==> src/design/gvn_pkg.sv <==
// Shared types, constants and helper functions of the grid vertex normal stencil.
package gvn_pkg;

    localparam int MAX_WIDTH  = 1024;
    localparam int COORD_W    = 16;
    localparam int DIFF_W     = COORD_W + 1;
    localparam int NORM_W     = 2 * DIFF_W;
    localparam int COL_W      = $clog2(MAX_WIDTH);
    localparam int ROW_W      = 16;
    localparam int GW_W       = 11;
    localparam int CFG_IDX_W  = 8;
    localparam int CFG_DATA_W = 16;
    localparam int Q_DEPTH    = 4;
    localparam int Q_PTR_W    = $clog2(Q_DEPTH);
    localparam int Q_LVL_W    = Q_PTR_W + 1;
    localparam int VTX_W      = 3 * COORD_W;
    localparam int OUT_DATA_W = 96;

    localparam logic [CFG_IDX_W-1:0] REG_GRID_WIDTH  = CFG_IDX_W'(0);
    localparam logic [CFG_IDX_W-1:0] REG_GRID_HEIGHT = CFG_IDX_W'(1);

    // Result slots of one vertex, in emission order.
    localparam int RES_UP    = 0;  // normal of the row above
    localparam int RES_LEFT  = 1;  // last row: normal of the left neighbor
    localparam int RES_SELF  = 2;  // last row, last column: own normal
    localparam int RES_N     = 3;

    typedef struct packed {
        logic signed [COORD_W-1:0] z;
        logic signed [COORD_W-1:0] y;
        logic signed [COORD_W-1:0] x;
    } vtx_t;

    typedef struct packed {
        logic signed [DIFF_W-1:0] dx;
        logic signed [DIFF_W-1:0] dzx;
        logic signed [DIFF_W-1:0] dy;
        logic signed [DIFF_W-1:0] dzy;
    } diff_t;

    typedef struct packed {
        diff_t [RES_N-1:0]  res;
        logic [RES_N-1:0]   mask;
        logic [COL_W-1:0]   col;
        logic [ROW_W-1:0]   row;
    } rec_t;

    typedef struct packed {
        logic [Q_LVL_W-1:0] level;
        logic               head_valid;
    } q_stat_t;

    function automatic logic signed [DIFF_W-1:0] sub_ext(
        input logic signed [COORD_W-1:0] a,
        input logic signed [COORD_W-1:0] b
    );
        return {a[COORD_W-1], a} - {b[COORD_W-1], b};
    endfunction

    // Banks rotate among three roles; index arithmetic is modulo three.
    function automatic logic [1:0] bank_inc(input logic [1:0] b);
        return (b == 2'd2) ? 2'd0 : b + 2'd1;
    endfunction

    function automatic logic [1:0] bank_dec(input logic [1:0] b);
        return (b == 2'd0) ? 2'd2 : b - 2'd1;
    endfunction

endpackage

==> src/design/gvn_back.sv <==
// Back end: multiplies the differences of each result and holds the output register.
module gvn_back (
    input  logic                               aclk,
    input  logic                               aresetn,
    input  gvn_pkg::rec_t                      head_rec,
    input  gvn_pkg::q_stat_t                   q_stat,
    output logic                               pop,
    output logic                               m_tvalid,
    input  logic                               m_tready,
    output logic [gvn_pkg::OUT_DATA_W-1:0]     m_tdata,
    output logic                               m_tlast
);

    logic [gvn_pkg::RES_N-1:0]  done_reg, done_next, rem, sel;
    logic                       load, last;
    logic                       valid_reg;
    gvn_pkg::diff_t             d;
    logic signed [gvn_pkg::NORM_W-1:0] nx, ny;
    logic [gvn_pkg::COL_W-1:0]  col;
    logic [gvn_pkg::ROW_W-1:0]  row;
    logic [gvn_pkg::OUT_DATA_W-1:0] data_reg;
    logic                       last_reg;

    assign rem  = head_rec.mask & ~done_reg;
    assign sel  = rem & (~rem + gvn_pkg::RES_N'(1));
    assign last = ((rem & ~sel) == '0);
    assign load = q_stat.head_valid && (!valid_reg || m_tready);
    assign pop  = load && last;

    always_comb begin
        d   = head_rec.res[gvn_pkg::RES_UP];
        col = head_rec.col;
        row = head_rec.row - gvn_pkg::ROW_W'(1);
        if (sel[gvn_pkg::RES_LEFT]) begin
            d   = head_rec.res[gvn_pkg::RES_LEFT];
            col = head_rec.col - gvn_pkg::COL_W'(1);
            row = head_rec.row;
        end else if (sel[gvn_pkg::RES_SELF]) begin
            d   = head_rec.res[gvn_pkg::RES_SELF];
            row = head_rec.row;
        end
    end

    assign nx = d.dy * d.dzx;
    assign ny = d.dx * d.dzy;

    always_comb begin
        done_next = done_reg;
        if (load) begin
            done_next = last ? '0 : (done_reg | sel);
        end
    end

    always_ff @(posedge aclk) begin
        if (!aresetn) begin
            valid_reg <= 1'b0;
            done_reg  <= '0;
        end else begin
            done_reg <= done_next;
            if (load) begin
                valid_reg <= 1'b1;
            end else if (m_tready) begin
                valid_reg <= 1'b0;
            end
        end
    end

    always_ff @(posedge aclk) begin
        if (load) begin
            data_reg <= {2'b00, row, col, ny, nx};
            last_reg <= last;
        end
    end

    assign m_tvalid = valid_reg;
    assign m_tdata  = data_reg;
    assign m_tlast  = last_reg;

endmodule

==> config.mk <==
export PLATFORM = sky130hd
export DESIGN_NAME = gvn_back
export DESIGN_NICKNAME = d
export VERILOG_FILES = /design/src/design/gvn_pkg.sv /design/src/design/gvn_back.sv
export SDC_FILE = /design/constraint.sdc
export NUM_CORES = 2
export LEC_CHECK = 0
export ABC_AREA = 1
export BUFFER_PORTS_ARGS = -buffer_cell sky130_fd_sc_hd__buf_2
export CAP_MARGIN = 10
export CORE_AREA = 3 3 269 271
export DETAILED_ROUTE_END_ITERATION = 8
export DIE_AREA = 0 0 272 274
export PLACE_DENSITY = 0.63
export SLEW_MARGIN = 20
export SYNTH_ARGS = -nofsm -noshare
export SYNTH_HDL_FRONTEND = slang
export SYNTH_SLANG_ARGS = --single-unit
==> constraint.sdc <==
create_clock -name aclk -period 7.1 [get_ports aclk]
set_input_delay 0.355 -clock aclk [delete_from_list [all_inputs] [get_ports aclk]]
set_output_delay 0.355 -clock aclk [all_outputs]
set_load 0.01 [all_outputs]
==> report_table.html <==
<table>
<tr><th>Metric</th><th>Value</th></tr>
<tr><th colspan="2">Outcome</th></tr>
<tr><td>Run status</td><td>finished, final reports clean</td></tr>
<tr><th colspan="2">CTS</th></tr>
<tr><td>Clock H-tree levels</td><td>3</td></tr>
<tr><td>Buffer type at the clock tree root</td><td>clkbuf_16</td></tr>
<tr><td>Clock sink count</td><td>99</td></tr>
<tr><td>Clock slew at reported path FFs</td><td>around 0.10 ns</td></tr>
<tr><td>Insertion delay of the later-clocked pin in the worst-skew pair</td><td>0.41 ns</td></tr>
<tr><td>Clock Path Buffers</td><td>2</td></tr>
<tr><td>CTS tree</td><td>done</td></tr>
<tr><td>CTS Hold Bufs</td><td>0</td></tr>
<tr><td>Cts bufs inserted</td><td>9</td></tr>
<tr><th colspan="2">Timing</th></tr>
<tr><td>Count of endpoints failing hold in the final timing report</td><td>0</td></tr>
<tr><td>Timing-limited maximum frequency</td><td>0.146 GHz</td></tr>
<tr><td>Final Cycle Share</td><td>96.7%</td></tr>
<tr><td>Min Hold Slack</td><td>0.187 ns</td></tr>
<tr><td>Slew of the pin with the lowest slew margin</td><td>between 0.8 and 0.9 ns</td></tr>
<tr><td>Final setup skew</td><td>roughly 0.019 ns</td></tr>
<tr><td>Final setup violation count</td><td>0</td></tr>
<tr><td>Relative slew slack</td><td>between 40 and 50%</td></tr>
<tr><td>Time the worst path needs with I/O delays and setup</td><td>approximately 6.9 ns</td></tr>
<tr><td>Worst Setup Slack, final</td><td>around 0.23 ns</td></tr>
<tr><td>Max-slew violations</td><td>0</td></tr>
<tr><th colspan="2">Synthesis</th></tr>
<tr><td>Share of flip-flops with an asynchronous set or reset after synthesis</td><td>0%</td></tr>
<tr><td>Area fraction of the dominant cell type after synthesis</td><td>a little over two fifths</td></tr>
<tr><td>Number of register bits inferred by synthesis</td><td>99</td></tr>
<tr><td>Synth Area in Adders</td><td>approximately 50%</td></tr>
<tr><td>Number of synthesized flops with an enable pin</td><td>95</td></tr>
<tr><td>Post-Synthesis Mean Instance Area</td><td>8.16 um2</td></tr>
<tr><td>Library cell occupying the most area in the post-synthesis netlist</td><td>fa_1</td></tr>
<tr><td>Sequential-to-total area share from yosys stat</td><td>between 10% and 20%</td></tr>
<tr><td>Area fraction in and, or, nand and nor cells after synthesis</td><td>between 20% and 30%</td></tr>
<tr><td>Distinct cell type count after synthesis</td><td>37</td></tr>
<tr><td>Cell area after synthesis</td><td>0.0280 mm2</td></tr>
<tr><td>Synth warn</td><td>0</td></tr>
<tr><td>Mux contribution to synthesized area</td><td>0%</td></tr>
<tr><td>Synth Area in XOR/XNOR</td><td>about 1.8%</td></tr>
<tr><td>Number of cells produced by synthesis</td><td>3,434</td></tr>
<tr><td>Fraction of the mapped netlist area in compound gates</td><td>under 10%</td></tr>
<tr><td>Most area-consuming cells after synthesis</td><td>fa_1 (42%), inv_1 (11%), nand2_1 (10%)</td></tr>
<tr><td>Dominant combinational cell family by area after synthesis</td><td>adder cells</td></tr>
<tr><td>Primary flip-flop cell chosen by synthesis mapping</td><td>edfxtp_1</td></tr>
<tr><th colspan="2">Cells and area</th></tr>
<tr><td>Synth-to-layout area growth</td><td>14.5%</td></tr>
<tr><td>Filler Cells Inserted</td><td>about 7,000</td></tr>
<tr><td>Final net count</td><td>slightly below 5,000</td></tr>
<tr><td>Summed area of non-filler cells in the final layout</td><td>between 0.03 and 0.04 mm2</td></tr>
<tr><td>Fraction of final layout cells sized beyond drive strength 1</td><td>between 10% and 20%</td></tr>
<tr><td>Most frequent cells in the layout</td><td>inv_1 (809), nand2_1 (761), fa_1 (590)</td></tr>
<tr><td>Max FFs per register</td><td>94</td></tr>
<tr><td>Commonest non-fill, non-tap cell in the layout</td><td>inv_1</td></tr>
<tr><th colspan="2">Critical path</th></tr>
<tr><td>Arrival time worst endpoint</td><td>7.03 ns</td></tr>
<tr><td>Critical path class</td><td>reg2reg</td></tr>
<tr><td>Number of cell instances on the worst register-to-register path</td><td>27</td></tr>
<tr><td>Critical path startpoint category</td><td>register</td></tr>
<tr><td>Critical Path RT</td><td>7.26 ns</td></tr>
<tr><td>Critical path fanouts, max</td><td>20</td></tr>
<tr><td>Slowest Stage Delay on Critical Path</td><td>~0.56 ns</td></tr>
<tr><td>Setup crit end kind</td><td>register</td></tr>
<tr><td>Critical path's slowest cell</td><td>fa_1</td></tr>
<tr><th colspan="2">Floorplanning</th></tr>
<tr><td>Y dimension of the die</td><td>around 270 um</td></tr>
<tr><td>Area enclosed by the die boundary</td><td>about 0.075 mm2</td></tr>
<tr><td>Io pins</td><td>about 340</td></tr>
<tr><td>Std-Cell Rows</td><td>97</td></tr>
<tr><td>Initial standard-cell utilization of the core</td><td>roughly two fifths</td></tr>
<tr><td>Placeable core region</td><td>about 0.070 mm2</td></tr>
<tr><td>Die extent in x</td><td>around 270 um</td></tr>
<tr><th colspan="2">Worst hold path</th></tr>
<tr><td>Count of cells along the worst hold path</td><td>3</td></tr>
<tr><td>Hold WC Path Type</td><td>in2reg</td></tr>
<tr><th colspan="2">Routing</th></tr>
<tr><td>Iteration-0 DRC count of the detailed router</td><td>1,653</td></tr>
<tr><td>Number of antenna-violating nets in the routed design</td><td>0</td></tr>
<tr><td>Vias after detailed routing</td><td>~24,000</td></tr>
<tr><td>First-pass DRT Iterations</td><td>5</td></tr>
<tr><td>Post-DR vias/cell</td><td>4.89</td></tr>
<tr><td>Sum of routed wire length over all layers</td><td>between 80,000 and 90,000 um</td></tr>
<tr><td>Wirelength per Cell</td><td>~18 um</td></tr>
<tr><td>Remaining DRCs</td><td>0</td></tr>
<tr><th colspan="2">GRT</th></tr>
<tr><td>Via count of the first global-routing pass</td><td>~24,000</td></tr>
<tr><td>Global Route Usage Sum</td><td>a little under a quarter</td></tr>
<tr><td>Total gr overflow</td><td>0</td></tr>
<tr><td>First-pass GRT wire length</td><td>about 140,000 um</td></tr>
<tr><td>Antenna violations before repair</td><td>3</td></tr>
<tr><td>Pin count of the biggest net entering global routing</td><td>64</td></tr>
<tr><th colspan="2">Placed design</th></tr>
<tr><td>Worst setup slack before clock tree synthesis</td><td>-0.0263 ns</td></tr>
<tr><td>HPWL reported at the end of detailed placement</td><td>approximately 75,000 um</td></tr>
<tr><td>Final estimated routing congestion in global placement</td><td>approximately 0.95</td></tr>
<tr><td>Buffers on Ports</td><td>around 330</td></tr>
<tr><td>Area after DPL</td><td>0.0316 mm2</td></tr>
<tr><th colspan="2">Flow run</th></tr>
<tr><td>Max-cap violations</td><td>0</td></tr>
</table>
==> cell usage after synthesis (22+ instances only) <==
library cell,n
inv_1,811
nand2_1,763
fa_1,592
nor2_1,438
ha_1,172
nand3_1,135
edfxtp_1,95
a21oi_1,62
buf_2,51
xor2_1,39
o21ai_2,34
inv_2,33
o21ai_0,26
nand4_1,22
==> through the flow <==
step	util, %	setup TNS [ns]	std cells
2_1_floorplan	-	0	3435
5_1_grt	45.8	-0.0111	4805
6_report	45.8	0	4806
3_3_place_gp	45.2	0	4782
4_1_cts	45.6	0	4798
3_5_place_dp	45.2	-0.0263	4782
==> layer usage <==
metal / part of all wire (%) / vias up / track usage (%)
li1: - / 10900 / -
met1: 41 / 11500 / 30.6
met2: 46 / 944 / 39.5
met3: 9.4 / 152 / 5.74
met4: 4.0 / 2 / 8.78
met5: 0.015 / - / 0
==> layout make-up <==
cell class                      count  area, um2  share of cell area, %
Antenna cell                        1       2.50                0.00779
Sequential cell                    99       2930                   9.14
Tap cell                          940       1180                   3.66
Multi-Input combinational cell   2414      21500                   67.1
Timing Repair Buffer              490       2970                   9.25
Inverter                          846       3190                   9.92
Clock buffer                        9        225                  0.701
Clock inverter                      7       80.1                  0.249
==> critical path: cells and delay by family (launching register included) <==
kind / cells / cell delay, ns
DFF: 1 / 0.35
adders and majority gates: 7 / 3.40
AOI/OAI and AO/OA: 1 / 0.22
and+or+nand+nor: 9 / 1.45
buffers and inverters: 10 / 1.18
==> logic make-up (layout without fill, tap and decap cells) <==
logic type,after synthesis,in the layout
compound gates,175,175
buf+inv,923,1352
flops,99,99
other cells,1,3
xor+xnor,58,58
simple gates,1414,1415
fa+ha+maj,764,764
==> timing repair <==
item,CTS,global route
resized for setup,0,26
endpoints found under the setup margin,0,30
setup buffers,0,6
==> path summary, 6_finish.rpt <==
path | from | to | slack [ns]
max reg2reg | done_reg[1]$_SDFFE_PN0P_ | m_tdata[27]$_DFFE_PP_ | 0.23
min reg2reg | done_reg[2]$_SDFFE_PN0P_ | done_reg[2]$_SDFFE_PN0P_ | 0.47
min | aresetn | m_tvalid$_SDFFE_PN0P_ | 0.19
max | done_reg[1]$_SDFFE_PN0P_ | m_tdata[27]$_DFFE_PP_ | 0.23
Power is not shown: default switching activity piles up to over one toggle a cycle in this logic, so the estimate is an artifact.
