--- src/design/gvn_pkg.sv ---
// Shared types, constants and helper functions of the grid vertex normal stencil.
package gvn_pkg;

    localparam int MAX_WIDTH  = 1024;
    localparam int COORD_W    = 16;
    localparam int DIFF_W     = COORD_W + 1;
    localparam int NORM_W     = 2 * DIFF_W;
    localparam int COL_W      = $clog2(MAX_WIDTH);
    localparam int ROW_W      = 16;
    localparam int GW_W       = 11;
    localparam int CFG_IDX_W  = 8;
    localparam int CFG_DATA_W = 16;
    localparam int Q_DEPTH    = 4;
    localparam int Q_PTR_W    = $clog2(Q_DEPTH);
    localparam int Q_LVL_W    = Q_PTR_W + 1;
    localparam int VTX_W      = 3 * COORD_W;
    localparam int OUT_DATA_W = 96;

    localparam logic [CFG_IDX_W-1:0] REG_GRID_WIDTH  = CFG_IDX_W'(0);
    localparam logic [CFG_IDX_W-1:0] REG_GRID_HEIGHT = CFG_IDX_W'(1);

    // Result slots of one vertex, in emission order.
    localparam int RES_UP    = 0;  // normal of the row above
    localparam int RES_LEFT  = 1;  // last row: normal of the left neighbor
    localparam int RES_SELF  = 2;  // last row, last column: own normal
    localparam int RES_N     = 3;

    typedef struct packed {
        logic signed [COORD_W-1:0] z;
        logic signed [COORD_W-1:0] y;
        logic signed [COORD_W-1:0] x;
    } vtx_t;

    typedef struct packed {
        logic signed [DIFF_W-1:0] dx;
        logic signed [DIFF_W-1:0] dzx;
        logic signed [DIFF_W-1:0] dy;
        logic signed [DIFF_W-1:0] dzy;
    } diff_t;

    typedef struct packed {
        diff_t [RES_N-1:0]  res;
        logic [RES_N-1:0]   mask;
        logic [COL_W-1:0]   col;
        logic [ROW_W-1:0]   row;
    } rec_t;

    typedef struct packed {
        logic [Q_LVL_W-1:0] level;
        logic               head_valid;
    } q_stat_t;

    function automatic logic signed [DIFF_W-1:0] sub_ext(
        input logic signed [COORD_W-1:0] a,
        input logic signed [COORD_W-1:0] b
    );
        return {a[COORD_W-1], a} - {b[COORD_W-1], b};
    endfunction

    // Banks rotate among three roles; index arithmetic is modulo three.
    function automatic logic [1:0] bank_inc(input logic [1:0] b);
        return (b == 2'd2) ? 2'd0 : b + 2'd1;
    endfunction

    function automatic logic [1:0] bank_dec(input logic [1:0] b);
        return (b == 2'd0) ? 2'd2 : b - 2'd1;
    endfunction

endpackage

--- src/design/gvn_queue.sv ---
// Short record queue between the front end and the normal multiplier.
module gvn_queue (
    input  logic             aclk,
    input  logic             aresetn,
    input  logic             push,
    input  gvn_pkg::rec_t    push_rec,
    input  logic             pop,
    output gvn_pkg::rec_t    head_rec,
    output gvn_pkg::q_stat_t q_stat
);

    gvn_pkg::rec_t               slot_reg [gvn_pkg::Q_DEPTH];
    logic [gvn_pkg::Q_PTR_W-1:0] wptr_reg, rptr_reg;
    logic [gvn_pkg::Q_LVL_W-1:0] level_reg;

    always_ff @(posedge aclk) begin
        if (!aresetn) begin
            wptr_reg  <= '0;
            rptr_reg  <= '0;
            level_reg <= '0;
        end else begin
            if (push) begin
                wptr_reg <= wptr_reg + gvn_pkg::Q_PTR_W'(1);
            end
            if (pop) begin
                rptr_reg <= rptr_reg + gvn_pkg::Q_PTR_W'(1);
            end
            level_reg <= level_reg + gvn_pkg::Q_LVL_W'(push) - gvn_pkg::Q_LVL_W'(pop);
        end
    end

    always_ff @(posedge aclk) begin
        if (push) begin
            slot_reg[wptr_reg] <= push_rec;
        end
    end

    assign head_rec          = slot_reg[rptr_reg];
    assign q_stat.level      = level_reg;
    assign q_stat.head_valid = (level_reg != '0);

endmodule

--- config.mk ---
export PLATFORM = sky130hd
export DESIGN_NAME = gvn_queue
export DESIGN_NICKNAME = d
export VERILOG_FILES = /design/src/design/gvn_pkg.sv /design/src/design/gvn_queue.sv
export SDC_FILE = /design/constraint.sdc
export NUM_CORES = 1
export LEC_CHECK = 0
export BUFFER_PORTS_ARGS = -buffer_cell sky130_fd_sc_hd__buf_2
export CORE_MARGIN = 10
export CORE_UTILIZATION = 40
export DETAILED_ROUTE_END_ITERATION = 7
export MAX_ROUTING_LAYER = met4
export PLACE_DENSITY = 0.61
export SLEW_MARGIN = 20
export SYNTH_ARGS = -nofsm -noshare
export SYNTH_HDL_FRONTEND = slang
export SYNTH_SLANG_ARGS = --single-unit
--- constraint.sdc ---
create_clock -name aclk -period 8 [get_ports aclk]
set_clock_uncertainty 0.2 [all_clocks]
set_input_delay 1.6 -clock aclk [delete_from_list [all_inputs] [get_ports aclk]]
set_output_delay 1.6 -clock aclk [all_outputs]
set_load 0.03 [all_outputs]
==> results of run 1 <==
-- kinds of logic after synthesis --
logic type / synth area share, %
and+or+nand+nor: 0.2058
buffers and inverters: 1.183
DFF: 82.73
adders and majority gates: 0.2793
muxes: 15.44
AOI/OAI and AO/OA: 0.04408
xor gates and xnor gates: 0.1213
-- worst register-to-register path, cell delays in order, from the launching register on --
cell and delay, ns:
dfxtp_1 0.39, ha_1 0.18, and2_4 0.68, buf_4 0.95
-- cell type report --
cell class,count,area (um^2)
fill,6728,43260
sequential,941,28170
multi-input combinational,259,5489
timing repair buffer,486,2552
clock buffer,114,2449
tap,1134,1419
clock inverter,52,529.3
antenna,21,52.55
inverter,7,26.28
-- layout by cell type (no fill, tap or decap) --
master,instances
fa_1,1
or3_1,1
clkbuf_16,95
buf_4,6
and2_4,4
clkinvlp_4,2
clkinv_2,15
ha_1,6
a21bo_2,1
diode_2,21
inv_1,7
buf_12,7
clkinv_16,2
inv_16,2
xor3_1,1
a21oi_1,1
dfxtp_1,7
nor2_1,5
mux2i_1,1
clkbuf_1,19
nand3b_1,1
xnor2_1,2
dfxtp_4,2
mux4_2,233
inv_8,1
clkinv_4,1
and2_1,2
buf_2,473
clkinv_1,21
edfxtp_1,932
bufinv_16,8
-- how the worst min path moves through the flow --
stage,startpoint,to,slack [ns]
after floorplan,rptr_reg[1],flop,0.30
after global placement,rptr_reg[1],flop,0.31
final,rptr_reg[1],flop,0.33
after global routing,rptr_reg[0],flop,0.36
after detailed placement,rptr_reg[1],flop,0.32
after CTS,rptr_reg[1],flop,0.33
-- routing by layer --
metal  global-route usage (%)  vias to the layer above  wire, um
met2                    23.20                      509     34860
met5                        -                        -         0
met1                    18.07                     7967     28070
met3                    4.631                      112      5745
li1                         -                     6586         -
met4                    4.092                        0      1680
-- power by group through the flow --
| stage | Sequential, W | Clock (W) | Combinational, W |
|---|---|---|---|
| floorplan | 0.00587 | 0 | 0.000875 |
| global placement | 0.00583 | 0 | 0.00129 |
| detailed placement | 0.00585 | 0 | 0.00130 |
| CTS | 0.00574 | 0.00435 | 0.00131 |
| global route | 0.00576 | 0.00455 | 0.00136 |
| finish | 0.00574 | 0.00422 | 0.00127 |
-- through the flow --
step / cells / setup WS [ns]
floorplan: 1259 / 0.3049
global placement: 2827 / 3.594
detailed placement: 2827 / 3.604
CTS: 2993 / 2.893
global route: 3008 / 2.728
finish: 3014 / 3.000
==> results.tsv, run 1 <==
stage	metric	value	unit
yosys	Avg Synthesized Cell Area	27.04	um^2
clock_tree	Reg clk slew, reported paths	0.06	ns
critical_path	CP endpoint	head_rec[193]	
yosys	post-synth top area cell	edfxtp_1	
pwr	Clock power frac	37.6	%
yosys	Post-synth EDFFs	932	
critical_path	reg2reg start	wptr_reg[0]	
route	Starting DRT DRC Count	992	
critical_path	CP cell instances	buf_12 -> mux4_2 -> buf_2	
global_route	first-pass GRT wire length	106100	um
global_route	vias in the first global route	16350	
die	Die Span X	311.8	um
critical_path	Startpoint Class	flop	
pwr	internal power	0.008561	W
clock_tree	Root Buffer	clkbuf_16	
yosys	Syn Nets	1503	
critical_path	Crit Path Class	reg -> out	
route	Via-to-Cell Ratio	5.035	
final_layout	max reg flops	932	
clock_tree	Gates resized, CTS repair	0	
clock_tree	hold buffer count at CTS	0	
critical_path	CP Buf/Inv Count	2	
clock_tree	Clock Sinks	941	
yosys	Area contributors post-synth	edfxtp_1, mux4_2, buf_6, dfxtp_1, buf_2	
clock_tree	maximum clock path buffer count	3	
yosys	YS warnings	0	
pwr	leakage power	13.46	nW
flow_run	max_cap viols	0	
pwr	Tot Pwr	0.01123	W
sta	final worst-path cycle share	62.51	%
yosys	most common library cells after synthesis	edfxtp_1, mux4_2, buf_2, buf_6, dfxtp_1	
clock_tree	Post-CTS Setup Repair Bufs	0	
critical_path	CP arrival	3.20	ns
yosys	Synth cell types	18	
sta	fmax	0.2000	GHz
yosys	area fraction of the dominant cell type after synthesis	82.20	%
sta	# setup viols final	0	
placed_design	Post-DP HPWL	43080	um
pwr	combinational fraction of design power	11.3	%
sta	max-slew violations	0	
die	I/O pin count	474	
critical_path	CP Depth	3	
critical_path	CP endpoint kind	output port	
critical_path	crit path max fanout	96	
yosys	flops & latches, synth	941	
sta	RSZ-0062 raised after global routing	false	
sta	setup total negative slack	0	ns
yosys	Top FF cell, synth	edfxtp_1	
critical_path	max incr delay on CP	0.84	ns
sta	final hold slack	0.3271	ns
pwr	pwr dens	276.1	mW/mm^2
global_route	GRT Util Overall	14.64	%
placed_design	GPL Wtd Cong	0.7376	
min_path	Hold Path Depth	2	
final_layout	fin nets	2033	
route	Final ANT Viol Nets	0	
sta	Worst Tran Pin Value	0.9793	ns
placed_design	Placement Cell Area	0.03766	mm^2
min_path	Hold WC Path Type	reg -> reg	
die	die area	0.09719	mm^2
pwr	Seq pwr share	51.1	%
die	Die H	311.8	um
sta	fin crit period	5.000	ns
sta	slew margin rel.	34.71	%
critical_path	cell at the slowest stage of the critical path	dfxtp_4	
die	Initial Util	40.56	%
clock_tree	CTS Buf Count	94	
pwr	switch share	23.79	%
clock_tree	H-tree level count	3	
yosys	top-count cell post-synth	edfxtp_1	
outcome	status	finished clean	
critical_path	FF-to-FF setup slack	5.13	ns
route	DRT Wirelength	70350	um
route	DR DRC count	0	
critical_path	Top Family by Delay on Critical Path	flip-flops	
pwr	VDD IR max	0.2044	mV
clock_tree	clock latency on the worst-skew pair	0.64	ns
yosys	sequential share of the synthesized area	82.73	%
global_route	grt ovf	0	
global_route	largest net degree at the start of global routing	124	
global_route	antenna violations before repair	18	
sta	Final Hold Fails	0	
clock_tree	TritonCTS clock tree	built	
yosys	Mapped Cells	1259	
critical_path	R2R depth	3	
route	first-pass iteration count of the detailed router	5	
final_layout	fin util	48.47	%
die	core region area	0.08395	mm^2
final_layout	area overhead of the layout relative to synthesis	19.51	%
route	total number of vias	15170	
die	num rows	106	
yosys	Mapped Area	0.03405	mm^2
critical_path	Critical Path RT	6.20	ns
pwr	switching power	0.002673	W
critical_path	Reg-to-Reg End	slot_reg[1][141]	
placed_design	Buffers on Ports	473	
final_layout	fin area	0.04069	mm^2
final_layout	share of cells above drive strength 1	45.83	%
yosys	fraction of registers with async set/reset	0	%
route	WL per Instance	23.34	um
No activity file was read; power rests on OpenSTA's default activity.
==> inputs of run 2 (changes only) <==
--- a/config.mk
+++ b/config.mk
@@ -10,7 +10,7 @@
 export CORE_UTILIZATION = 40
 export DETAILED_ROUTE_END_ITERATION = 7
 export MAX_ROUTING_LAYER = met4
-export PLACE_DENSITY = 0.61
+export PLACE_DENSITY = 0.59
 export SLEW_MARGIN = 20
 export SYNTH_ARGS = -nofsm -noshare
 export SYNTH_HDL_FRONTEND = slang
==> constraint.sdc (replaced) <==
create_clock -name aclk -period 5.23 [get_ports aclk]
set_clock_uncertainty 0.2 [all_clocks]
set_input_delay 1.046 -clock aclk [delete_from_list [all_inputs] [get_ports aclk]]
set_output_delay 1.046 -clock aclk [all_outputs]
set_load 0.03 [all_outputs]
==> results.tsv, run 2 (same netlist as run 1, synthesis figures left out) <==
stage	metric	value	unit	change
final_layout	max reg flops	932		unchanged
route	Final ANT Viol Nets	0		unchanged
min_path	Hold WC Path Type	reg -> reg		
sta	# setup viols final	0		unchanged
final_layout	total of fill cells in the finished design	6832		+1.5%
critical_path	FF-to-FF setup slack	2.78	ns	-2.35 ns
route	Starting DRT DRC Count	1020		+2.8%
clock_tree	CTS Buf Count	96		+2.1%
pwr	Tot Pwr	0.01733	W	+54%
critical_path	R2R depth	4		+1
placed_design	Post-DP HPWL	49160	um	+14%
clock_tree	H-tree level count	3		unchanged
final_layout	most frequent cells in the layout	edfxtp_1, buf_2, mux4_2		
critical_path	Critical Path RT	3.98	ns	-2.22 ns
final_layout	most common cell after layout, fill and taps aside	edfxtp_1		
route	first-pass iteration count of the detailed router	5		unchanged
critical_path	Crit Path Class	reg -> out		
sta	setup total negative slack	0	ns	unchanged
sta	RSZ-0062 raised after global routing	false		
outcome	status	finished clean		
global_route	grt ovf	0		unchanged
die	I/O pin count	474		unchanged
die	Die H	311.8	um	unchanged
sta	fin crit period	4.127	ns	
clock_tree	Root Buffer	clkbuf_16		
die	core region area	0.08395	mm^2	unchanged
clock_tree	maximum clock path buffer count	3		unchanged
placed_design	placed cells	2874		+1.7%
min_path	Hold Startpoint	rptr_reg[1]		
die	die area	0.09719	mm^2	unchanged
die	Initial Util	40.56	%	unchanged
global_route	first-pass GRT wire length	110900	um	+4.5%
placed_design	Buffers on Ports	473		unchanged
clock_tree	Post-CTS Setup Repair Bufs	0		unchanged
final_layout	share of cells above drive strength 1	47.29	%	+1.5 points
route	DRT Wirelength	74740	um	+6.2%
critical_path	CP endpoint kind	output port		
critical_path	CP cell instances	buf_12 -> mux4_2 -> buf_2		
route	total number of vias	15370		+1.3%
critical_path	max incr delay on CP	0.99	ns	+0.15 ns
route	routed wl met2	37090	um	+6.4%
critical_path	Startpoint Class	flop		
clock_tree	Clock Sinks	941		unchanged
placed_design	GPL Wtd Cong	0.7400		+0.33%
clock_tree	clock latency on the worst-skew pair	0.64	ns	about the same
die	num rows	106		unchanged
sta	slew margin rel.	33.78	%	-0.93 points
global_route	GRT Util Overall	15.56	%	+0.92 points
route	Via-to-Cell Ratio	4.997		-0.74%
critical_path	crit path max fanout	40		-58%
sta	final worst-path cycle share	78.91	%	
clock_tree	Reg clk slew, reported paths	0.06	ns	about the same
sta	fmax	0.2423	GHz	
clock_tree	hold buffer count at CTS	0		unchanged
final_layout	Non-Filler Instances	3076		+2.1%
route	top layer in use	met4		
route	metal3 WL	7198	um	+25%
sta	max-slew violations	0		unchanged
critical_path	Reg-to-Reg End	slot_reg[2][187]		
route	DR DRC count	0		unchanged
critical_path	reg2reg start	wptr_reg[0]		
final_layout	Reg area	0.02817	mm^2	unchanged
pwr	VDD IR max	0.2932	mV	+43%
min_path	Hold Path Depth	2		unchanged
sta	Final Hold Fails	0		unchanged
final_layout	fin util	49.12	%	+0.65 points
pwr	pwr dens	420.4	mW/mm^2	+52%
clock_tree	Gates resized, CTS repair	0		unchanged
sta	Worst Tran Pin Value	0.9933	ns	+0.01399 ns
flow_run	max_cap viols	0		unchanged
pwr	leakage power	13.76	nW	+2.2%
route	WL per Instance	24.30	um	+4.1%
final_layout	area overhead of the layout relative to synthesis	21.10	%	
final_layout	fin nets	2082		+2.4%
global_route	vias in the first global route	16890		+3.3%
die	Die Span X	311.8	um	unchanged
clock_tree	TritonCTS clock tree	built		
critical_path	CP arrival	2.88	ns	-0.32 ns
final_layout	Multi-input gate area	0.005489	mm^2	unchanged
global_route	antenna violations before repair	25		+7
sta	final hold slack	0.3272	ns	+0.0001790 ns
route	M1 WL	29120	um	+3.8%
critical_path	cell at the slowest stage of the critical path	dfxtp_4		
global_route	largest net degree at the start of global routing	74		-40%
run 2: where the power goes:
group	internal [W]	switching, W	total (W)	leakage, nW
registers	0.00867	0.000106	0.00878	8.64
logic	0.000727	0.00130	0.00202	3.65
clock network	0.00372	0.00281	0.00653	1.48
run 2: critical path, delay by kind of cell, from the launching register on:
| family | cells | cell delay, ns |
|---|---|---|
| buffers and inverters | 2 | 0.56 |
| DFF | 1 | 0.99 |
| muxes | 1 | 0.59 |
run 2: per-layer routing:
| metal | up-vias | global-route usage (%) |
|---|---|---|
| li1 | 6679 | - |
| met1 | 8076 | 18.49 |
| met2 | 514 | 24.77 |
| met3 | 102 | 6.020 |
| met4 | 0 | 3.984 |
| met5 | - | - |
run 2: layout make-up:
class / count / share of cell area, %
Clock inverter: 63 / 1.341
Inverter: 7 / 0.06372
Timing Repair Buffer: 533 / 7.319
Tap cell: 1134 / 3.441
Multi-Input combinational cell: 259 / 13.31
Clock buffer: 115 / 6.050
Sequential cell: 941 / 68.33
Antenna cell: 24 / 0.1456
run 2: how the worst max path moves through the flow:
stage,start,to,depth (start not counted)
after floorplan,push,slot_reg[1][0],1
after global placement,flop,head_rec[98],3
after detailed placement,flop,head_rec[194],3
after CTS,flop,head_rec[194],3
after global routing,flop,head_rec[194],3
final,flop,head_rec[194],3
run 2: per-stage QoR:
stage	area [um^2]	setup slack, ns
floorplan	34050	0.6942
global placement	38130	1.697
detailed placement	38130	1.681
CTS	41170	0.9678
global route	41230	0.8866
finish	41230	1.103
